`src/cfl_pkg.sv`:
```
package cfl_pkg;

   // field widths
   localparam int DIR_BITS = 16;
   localparam int TEX_BITS = 16;
   localparam int NUM_BITS = DIR_BITS + 1;
   localparam int REM_BITS = DIR_BITS + TEX_BITS + 1;
   localparam int NUM_FACES = 6;
   localparam logic [TEX_BITS-1:0] TEX_ONE = TEX_BITS'(1) << (TEX_BITS - 1);

   // axis codes
   localparam logic [1:0] AXIS_X = 2'd0;
   localparam logic [1:0] AXIS_Y = 2'd1;
   localparam logic [1:0] AXIS_Z = 2'd2;

   typedef enum logic [2:0] {
      FACE_FRONT  = 3'd0,
      FACE_BACK   = 3'd1,
      FACE_LEFT   = 3'd2,
      FACE_RIGHT  = 3'd3,
      FACE_TOP    = 3'd4,
      FACE_BOTTOM = 3'd5
   } face_type;

   // per-face geometry, in the order faces are tried
   localparam face_type FACE_CODE [NUM_FACES] =
      '{FACE_FRONT, FACE_BACK, FACE_LEFT, FACE_RIGHT, FACE_TOP, FACE_BOTTOM};
   localparam logic [1:0] FACE_AXIS [NUM_FACES] =
      '{AXIS_Z, AXIS_Z, AXIS_X, AXIS_X, AXIS_Y, AXIS_Y};
   localparam logic FACE_POS [NUM_FACES] = '{1'b1, 1'b0, 1'b0, 1'b1, 1'b1, 1'b0};
   localparam logic [1:0] U_AXIS [NUM_FACES] =
      '{AXIS_X, AXIS_X, AXIS_Z, AXIS_Z, AXIS_X, AXIS_X};
   localparam logic U_POS [NUM_FACES] = '{1'b0, 1'b1, 1'b0, 1'b1, 1'b1, 1'b1};
   localparam logic [1:0] V_AXIS [NUM_FACES] =
      '{AXIS_Y, AXIS_Y, AXIS_Y, AXIS_Y, AXIS_Z, AXIS_Z};
   localparam logic V_POS [NUM_FACES] = '{1'b1, 1'b1, 1'b1, 1'b1, 1'b1, 1'b0};

   typedef struct packed {
      logic signed [DIR_BITS-1:0] dir_x;
      logic signed [DIR_BITS-1:0] dir_y;
      logic signed [DIR_BITS-1:0] dir_z;
   } req_type;

   typedef struct packed {
      logic                hit;
      face_type            face;
      logic [TEX_BITS-1:0] tex_u;
      logic [TEX_BITS-1:0] tex_v;
   } rsp_type;

   // classified item between front and back
   typedef struct packed {
      logic                hit;
      face_type            face;
      logic [DIR_BITS-1:0] m;
      logic [NUM_BITS-1:0] num_u;
      logic [NUM_BITS-1:0] num_v;
   } mid_type;

endpackage

```
`src/cubemap_face_uv_lookup.sv`:
```
// channel  direction  ports                         transfer when
// req      in         req_push, req_full, req_data  req_push && !req_full
// rsp      out        rsp_pop, rsp_empty, rsp_data  rsp_pop && !rsp_empty
//
// one direction per cycle sustained while results are taken; a req transfer
// passes through the queue, the stage 0 register and the divider stages,
// one quotient bit per stage for u and v in parallel, before the result shows.
// reset (synchronous) empties the two-entry queue and the divider pipeline.
// a held result stalls the divider; the queue in front keeps taking
// directions until both of its entries are filled.
module cubemap_face_uv_lookup (
   input  logic             clock,
   input  logic             reset,
   input  logic             req_push,
   output logic             req_full,
   input  cfl_pkg::req_type req_data,
   output logic             rsp_empty,
   input  logic             rsp_pop,
   output cfl_pkg::rsp_type rsp_data
);
   import cfl_pkg::*;

   mid_type cls, mid_head;
   logic mid_empty, mid_pop;

   // classify the direction
   cfl_front u_front (
      .req (req_data),
      .mid (cls)
   );

   // decoupling queue
   cfl_queue u_queue (
      .clock     (clock),
      .reset     (reset),
      .push      (req_push),
      .push_data (cls),
      .full      (req_full),
      .pop       (mid_pop),
      .empty     (mid_empty),
      .pop_data  (mid_head)
   );

   // texcoord division
   cfl_back u_back (
      .clock     (clock),
      .reset     (reset),
      .mid_empty (mid_empty),
      .mid_data  (mid_head),
      .mid_pop   (mid_pop),
      .rsp_empty (rsp_empty),
      .rsp_pop   (rsp_pop),
      .rsp_data  (rsp_data)
   );

   // a miss carries no face or coordinates
   assert property (@(posedge clock) disable iff (reset)
      (!rsp_empty && !rsp_data.hit) |->
         (rsp_data.face == FACE_FRONT && rsp_data.tex_u == '0 && rsp_data.tex_v == '0))
      else $error("miss with nonzero fields");

   // coordinates never exceed one
   assert property (@(posedge clock) disable iff (reset)
      !rsp_empty |-> (rsp_data.tex_u <= TEX_ONE && rsp_data.tex_v <= TEX_ONE))
      else $error("texcoord above one");

   // nothing waits straight after reset
   assert property (@(posedge clock)
      (!reset && $past(reset)) |-> (rsp_empty && !req_full))
      else $error("not empty after reset");

endmodule

```
`src/cfl_front.sv`:
```
module cfl_front (
   input  cfl_pkg::req_type req,
   output cfl_pkg::mid_type mid
);
   import cfl_pkg::*;

   logic signed [DIR_BITS-1:0] d [3];
   logic [DIR_BITS-1:0] mg [3];
   logic cand [NUM_FACES];
   logic found;
   logic [2:0] sel;
   logic signed [NUM_BITS:0] cu, cv, nu, nv;

   // magnitudes of the three components
   always_comb begin
      d[0] = req.dir_x;
      d[1] = req.dir_y;
      d[2] = req.dir_z;
      for (int a = 0; a < 3; a++) begin
         mg[a] = d[a][DIR_BITS-1] ? DIR_BITS'(-d[a]) : DIR_BITS'(d[a]);
      end
   end

   // per-face hit test, then first face in order wins
   always_comb begin
      found = 1'b0;
      sel = '0;
      for (int f = 0; f < NUM_FACES; f++) begin
         cand[f] = (d[FACE_AXIS[f]] != '0)
                && (d[FACE_AXIS[f]][DIR_BITS-1] == !FACE_POS[f])
                && (mg[U_AXIS[f]] <= mg[FACE_AXIS[f]])
                && (mg[V_AXIS[f]] <= mg[FACE_AXIS[f]]);
      end
      for (int f = NUM_FACES - 1; f >= 0; f--) begin
         if (cand[f]) begin
            found = 1'b1;
            sel = 3'(f);
         end
      end
   end

   // numerators m +/- c, never negative on a hit
   always_comb begin
      cu = (NUM_BITS+1)'(d[U_AXIS[sel]]);
      cv = (NUM_BITS+1)'(d[V_AXIS[sel]]);
      nu = $signed({2'b00, mg[FACE_AXIS[sel]]}) + (U_POS[sel] ? cu : -cu);
      nv = $signed({2'b00, mg[FACE_AXIS[sel]]}) + (V_POS[sel] ? cv : -cv);
      mid.hit = found;
      mid.face = found ? FACE_CODE[sel] : FACE_FRONT;
      mid.m = mg[FACE_AXIS[sel]];
      mid.num_u = NUM_BITS'(nu);
      mid.num_v = NUM_BITS'(nv);
   end

endmodule

```
`src/cfl_queue.sv`:
```
module cfl_queue (
   input  logic             clock,
   input  logic             reset,
   input  logic             push,
   input  cfl_pkg::mid_type push_data,
   output logic             full,
   input  logic             pop,
   output logic             empty,
   output cfl_pkg::mid_type pop_data
);
   import cfl_pkg::*;

   mid_type entry_ff [2];
   logic wr_ptr_ff, wr_ptr_in, rd_ptr_ff, rd_ptr_in;
   logic [1:0] count_ff, count_in;
   logic do_push, do_pop;

   assign full = (count_ff == 2'd2);
   assign empty = (count_ff == 2'd0);
   assign do_push = push && !full;
   assign do_pop = pop && !empty;
   assign pop_data = entry_ff[rd_ptr_ff];

   // pointer and fill count
   always_comb begin
      wr_ptr_in = wr_ptr_ff ^ do_push;
      rd_ptr_in = rd_ptr_ff ^ do_pop;
      count_in = count_ff + 2'(do_push) - 2'(do_pop);
   end

   always_ff @(posedge clock) begin
      if (reset) begin
         wr_ptr_ff <= 1'b0;
         rd_ptr_ff <= 1'b0;
         count_ff <= 2'd0;
      end else begin
         wr_ptr_ff <= wr_ptr_in;
         rd_ptr_ff <= rd_ptr_in;
         count_ff <= count_in;
      end
   end

   // storage
   always_ff @(posedge clock) begin
      if (do_push) begin
         entry_ff[wr_ptr_ff] <= push_data;
      end
   end

endmodule

```
`src/cfl_back.sv`:
```
module cfl_back (
   input  logic             clock,
   input  logic             reset,
   input  logic             mid_empty,
   input  cfl_pkg::mid_type mid_data,
   output logic             mid_pop,
   output logic             rsp_empty,
   input  logic             rsp_pop,
   output cfl_pkg::rsp_type rsp_data
);
   import cfl_pkg::*;

   localparam int STAGES = TEX_BITS;

   logic                valid_ff [STAGES+1];
   logic                hit_ff   [STAGES+1];
   face_type            face_ff  [STAGES+1];
   logic [DIR_BITS:0]   d_ff     [STAGES+1];
   logic [REM_BITS-1:0] ru_ff    [STAGES+1];
   logic [REM_BITS-1:0] rv_ff    [STAGES+1];
   logic [TEX_BITS-1:0] qu_ff    [STAGES+1];
   logic [TEX_BITS-1:0] qv_ff    [STAGES+1];
   logic advance;

   // the whole divider moves when the last stage is free or taken
   assign advance = !valid_ff[STAGES] || rsp_pop;
   assign mid_pop = advance && !mid_empty;
   assign rsp_empty = !valid_ff[STAGES];

   // stage 0: dividend num*2^(T-1) + m, divisor 2m
   always_ff @(posedge clock) begin
      if (reset) begin
         valid_ff[0] <= 1'b0;
      end else if (advance) begin
         valid_ff[0] <= !mid_empty;
      end
   end

   always_ff @(posedge clock) begin
      if (advance) begin
         hit_ff[0] <= mid_data.hit;
         face_ff[0] <= mid_data.face;
         d_ff[0] <= {mid_data.m, 1'b0};
         ru_ff[0] <= (REM_BITS'(mid_data.num_u) << (TEX_BITS - 1)) + REM_BITS'(mid_data.m);
         rv_ff[0] <= (REM_BITS'(mid_data.num_v) << (TEX_BITS - 1)) + REM_BITS'(mid_data.m);
         qu_ff[0] <= '0;
         qv_ff[0] <= '0;
      end
   end

   // one restoring quotient bit per stage, both coordinates side by side
   for (genvar k = 0; k < STAGES; k++) begin : g_stage
      localparam int SH = STAGES - 1 - k;
      logic [REM_BITS-1:0] ds;
      logic ge_u, ge_v;

      always_comb begin
         ds = REM_BITS'(d_ff[k]) << SH;
         ge_u = (ru_ff[k] >= ds);
         ge_v = (rv_ff[k] >= ds);
      end

      always_ff @(posedge clock) begin
         if (reset) begin
            valid_ff[k+1] <= 1'b0;
         end else if (advance) begin
            valid_ff[k+1] <= valid_ff[k];
         end
      end

      always_ff @(posedge clock) begin
         if (advance) begin
            hit_ff[k+1] <= hit_ff[k];
            face_ff[k+1] <= face_ff[k];
            d_ff[k+1] <= d_ff[k];
            ru_ff[k+1] <= ge_u ? ru_ff[k] - ds : ru_ff[k];
            rv_ff[k+1] <= ge_v ? rv_ff[k] - ds : rv_ff[k];
            qu_ff[k+1] <= qu_ff[k] | (TEX_BITS'(ge_u) << SH);
            qv_ff[k+1] <= qv_ff[k] | (TEX_BITS'(ge_v) << SH);
         end
      end
   end

   // saturate and blank a miss
   always_comb begin
      rsp_data.hit = hit_ff[STAGES];
      rsp_data.face = hit_ff[STAGES] ? face_ff[STAGES] : FACE_FRONT;
      rsp_data.tex_u = !hit_ff[STAGES] ? '0
                     : (qu_ff[STAGES] > TEX_ONE) ? TEX_ONE : qu_ff[STAGES];
      rsp_data.tex_v = !hit_ff[STAGES] ? '0
                     : (qv_ff[STAGES] > TEX_ONE) ? TEX_ONE : qv_ff[STAGES];
   end

   // ru/rv of the last stage hold the remainders, unused past here
   logic unused_rem;
   assign unused_rem = ^{ru_ff[STAGES], rv_ff[STAGES], d_ff[STAGES]};

endmodule

```
`config.mk`:
```
export PLATFORM = sky130hd
export DESIGN_NAME = cubemap_face_uv_lookup
export DESIGN_NICKNAME = d
export VERILOG_FILES = /design/src/cfl_pkg.sv /design/src/cubemap_face_uv_lookup.sv /design/src/cfl_front.sv /design/src/cfl_queue.sv /design/src/cfl_back.sv
export SDC_FILE = /design/constraint.sdc
export NUM_CORES = 2
export LEC_CHECK = 0
export BUFFER_PORTS_ARGS = -buffer_cell sky130_fd_sc_hd__buf_2
export CELL_PAD_IN_SITES_DETAIL_PLACEMENT = 0
export CELL_PAD_IN_SITES_GLOBAL_PLACEMENT = 2
export CORE_AREA = 2 2 567 428
export CTS_BUF_LIST = sky130_fd_sc_hd__clkbuf_4 sky130_fd_sc_hd__clkbuf_8
export DETAILED_ROUTE_END_ITERATION = 8
export DIE_AREA = 0 0 569 430
export HOLD_SLACK_MARGIN = 0.03
export PLACE_DENSITY = 0.69
export SYNTH_ARGS = -nofsm -noshare
export SYNTH_HDL_FRONTEND = slang
export SYNTH_HIERARCHICAL = 1
export SYNTH_SLANG_ARGS = --single-unit
```
`constraint.sdc`:
```
create_clock -name clock -period 32.4 [get_ports clock]
set_input_delay 3.24 -clock clock [delete_from_list [all_inputs] [get_ports clock]]
set_output_delay 3.24 -clock clock [all_outputs]
set_load 0.05 [all_outputs]
```
==> run metrics <==
Nets around 8,600; DIE HEIGHT about 430 µm; DPL Wire Length about 190 mm; Reg area 44,490 µm²; post-synthesis register bit count about 1,500; clock slew at reported path FFs ~0.060 ns; FP Rows between 150 and 200; Multi-input gate area 39,150 µm²; Max Buffers Root-to-Sink 4; fill cell count around 23,000; post-synth cell types between 100 and 150; critical path's slowest cell o311ai_0; status completed; Initial Util roughly 36%; largest fanout on the critical path 38; most frequent cells in the layout 1,479 x edfxtp_1, 595 x nand2_1, 587 x ha_1; WHS Endpoint u_back/qv_ff[0][204]$_DFFE_PN_; DR WL/cell 22.17 µm; # Post-CTS Setup Buffers 0; Post-CTS Hold Fix Bufs 0; HP Class flip-flop to flip-flop; EDFF count, synth 1,479; first-pass GRT wire length ~370 mm; xor/xnor share of the synthesized area under 10%; register area share after synthesis between 50% and 60%; Inserted Clock Buffers ~270; final worst-path cycle share 36.25%; via count approximately 60,000; number of I/O pins 90; Fmax 85.14 MHz; Final Cell Area 95,300 µm²; final hold viol count 0; FF-to-FF End u_back/ru_ff[0][196]$_DFFE_PN_; Post-Route WL about 250 mm; CTS H-tree lvls 5; area grow syn2layout 11.00%; Post-Syn Area around 86,000 µm²; # setup viols final 0; leading cell type in the layout, fill and taps excluded edfxtp_1; Synth Area in Adders a little over 9%; hold_ws around 0.38 ns; vias per inst 5.321; die area ~240,000 µm²; latest clock arrival within the worst-skew pair about 0.96 ns; CP Launch Type input port; largest net degree at the start of global routing 182; CP dominant cell by count a21oi_1; routability cong. 0.8643; TritonCTS clock tree yes; vias in the first global route 57,870; kind of critical path input port to flip-flop; Die W roughly 570 µm; gr usage total 20.02%; MaxCap Viol Count 0; Clock Tree Root clkbuf_8; Crit path required time 33.05 ns; multiplexer share of the synthesized area ~2.3%; Compound-Gate Fraction of Synth Area approximately an eighth; clk sink count about 1,500; Slew HR a little over an eighth; Antenna Nets Post-Route 0; dominant synthesized flop cell edfxtp_1; Yosys warning count 6; post-cts sizing count 0; DRC 0; final core utilization 39.79%; hold_sp u_back/qv_ff[0][188]$_DFFE_PN_; number of port buffers 89; Post-synth ARST share 0%; Reg2Reg Depth 9; fin. max-slew vios 0; syn avg cell area roughly 11 µm²; Overflow after GRT 0; Final Skew approximately 0.095 ns; Core Area about 240,000 µm²; Hold Path Stages 0; 1st-iter DRT viols roughly 5,000; Syn Nets roughly 8,300; reg2reg start u_back/valid_ff[16]$_SDFFCE_PN0P_; antenna violations before repair 14; Setup TNS 0 ns; DRT Pass-1 Iters 6; RSZ-0062 raised after global routing false; delay of the slowest critical-path stage 1.00 ns; Post-Synth Simple-Gate Area between 10% and 20%; crit path capture type flip-flop; critical path arrival 12.40 ns; slew of the pin with the lowest slew margin approximately 1.3 ns; min cycle time layout around 12 ns; Synth Instances around 7,700; DP Area roughly 90,000 µm²; Reg2Reg Setup Slack between 20 and 30 ns; largest family of logic cells by synthesized area simple AND/OR/NAND/NOR gates; layout cells sized above 1 between 10% and 20%
-- synthesized netlist by cell type (all sizes together) (95+ instances only) --
cell type / number / share of area, %
a21o: 180 / 1.6
nand2b: 95 / 0.70
a21oi: 517 / 3.0
nor4: 108 / 0.84
xnor2: 385 / 4.0
o21ai: 449 / 2.6
clkbuf: 112 / 0.49
xor2: 321 / 3.3
edfxtp: 1479 / 52
nand2: 596 / 2.6
inv: 423 / 1.8
nor2: 573 / 2.5
ha: 589 / 8.6
nand3: 174 / 1.0
mux2: 154 / 2.0
nor3: 197 / 1.1
-- kinds of logic after synthesis --
group / count (synthesis)
AO/OA/AOI/OAI: 1768
adder cells (fa/ha/maj): 619
AND/OR/NAND/NOR: 2326
flip-flops: 1483
multiplexers: 178
buffers and inverters: 597
XOR/XNOR: 707
-- layer usage --
metal / wire [µm] / global-route usage, %
met4: 8496 / 6.866
met2: 103900 / 29.02
met1: 124100 / 29.65
met5: 13 / 0
met3: 13400 / 3.768
-- worst max path at each step --
stage | from | endpoint
6_report | req_data[2] | u_queue/entry_ff[0][32]$_DFFE_PP_
5_1_grt | req_data[2] | u_queue/entry_ff[0][32]$_DFFE_PP_
3_3_place_gp | req_data[2] | u_queue/entry_ff[0][32]$_DFFE_PP_
3_5_place_dp | req_data[2] | u_queue/entry_ff[0][32]$_DFFE_PP_
2_1_floorplan | rsp_pop | u_back/d_ff[0][100]$_DFFE_PN_
4_1_cts | req_data[2] | u_queue/entry_ff[0][32]$_DFFE_PP_
-- through the flow --
| step | worst slack (ns) | cells |
|---|---|---|
| final | 20.65 | 11280 |
| after global routing | 20.16 | 11270 |
| after CTS | 20.96 | 11270 |
| after detailed placement | 19.95 | 10810 |
| after global placement | 19.92 | 10810 |
| after floorplan | 1.496 | 7678 |
-- cell type report --
type                       instances  area share [%]
multi-input combinational       5598           41.08
antenna                            5         0.01313
inverter                         425           1.682
sequential                      1483           46.69
timing repair buffer             147          0.9506
clock buffer                     341           4.478
clock inverter                   118          0.9585
tap                             3160           4.149
-- worst max-delay path: cells and delay by family --
kind	cells	cell delay (ns)
xor+xnor	2	0.25
compound gates	13	4.45
fa+ha+maj	2	0.62
buf+inv	3	0.95
simple gates	9	2.83
-- registers in the layout, summed over array words and instances, names as in the netlist --
signal	flops
u_queue/rd_ptr_ff	1
u_back/ru_ff	379
u_queue/count_ff	2
u_queue/wr_ptr_ff	1
u_queue/entry_ff	108
u_back/hit_ff	17
u_back/face_ff	51
u_back/d_ff	107
u_back/valid_ff	17
u_back/qv_ff	136
u_back/rv_ff	528
u_back/qu_ff	136
Power is left out: the tool's default activity adds up to more than one toggle a clock period on the data nets, which glitch-free logic cannot reach.
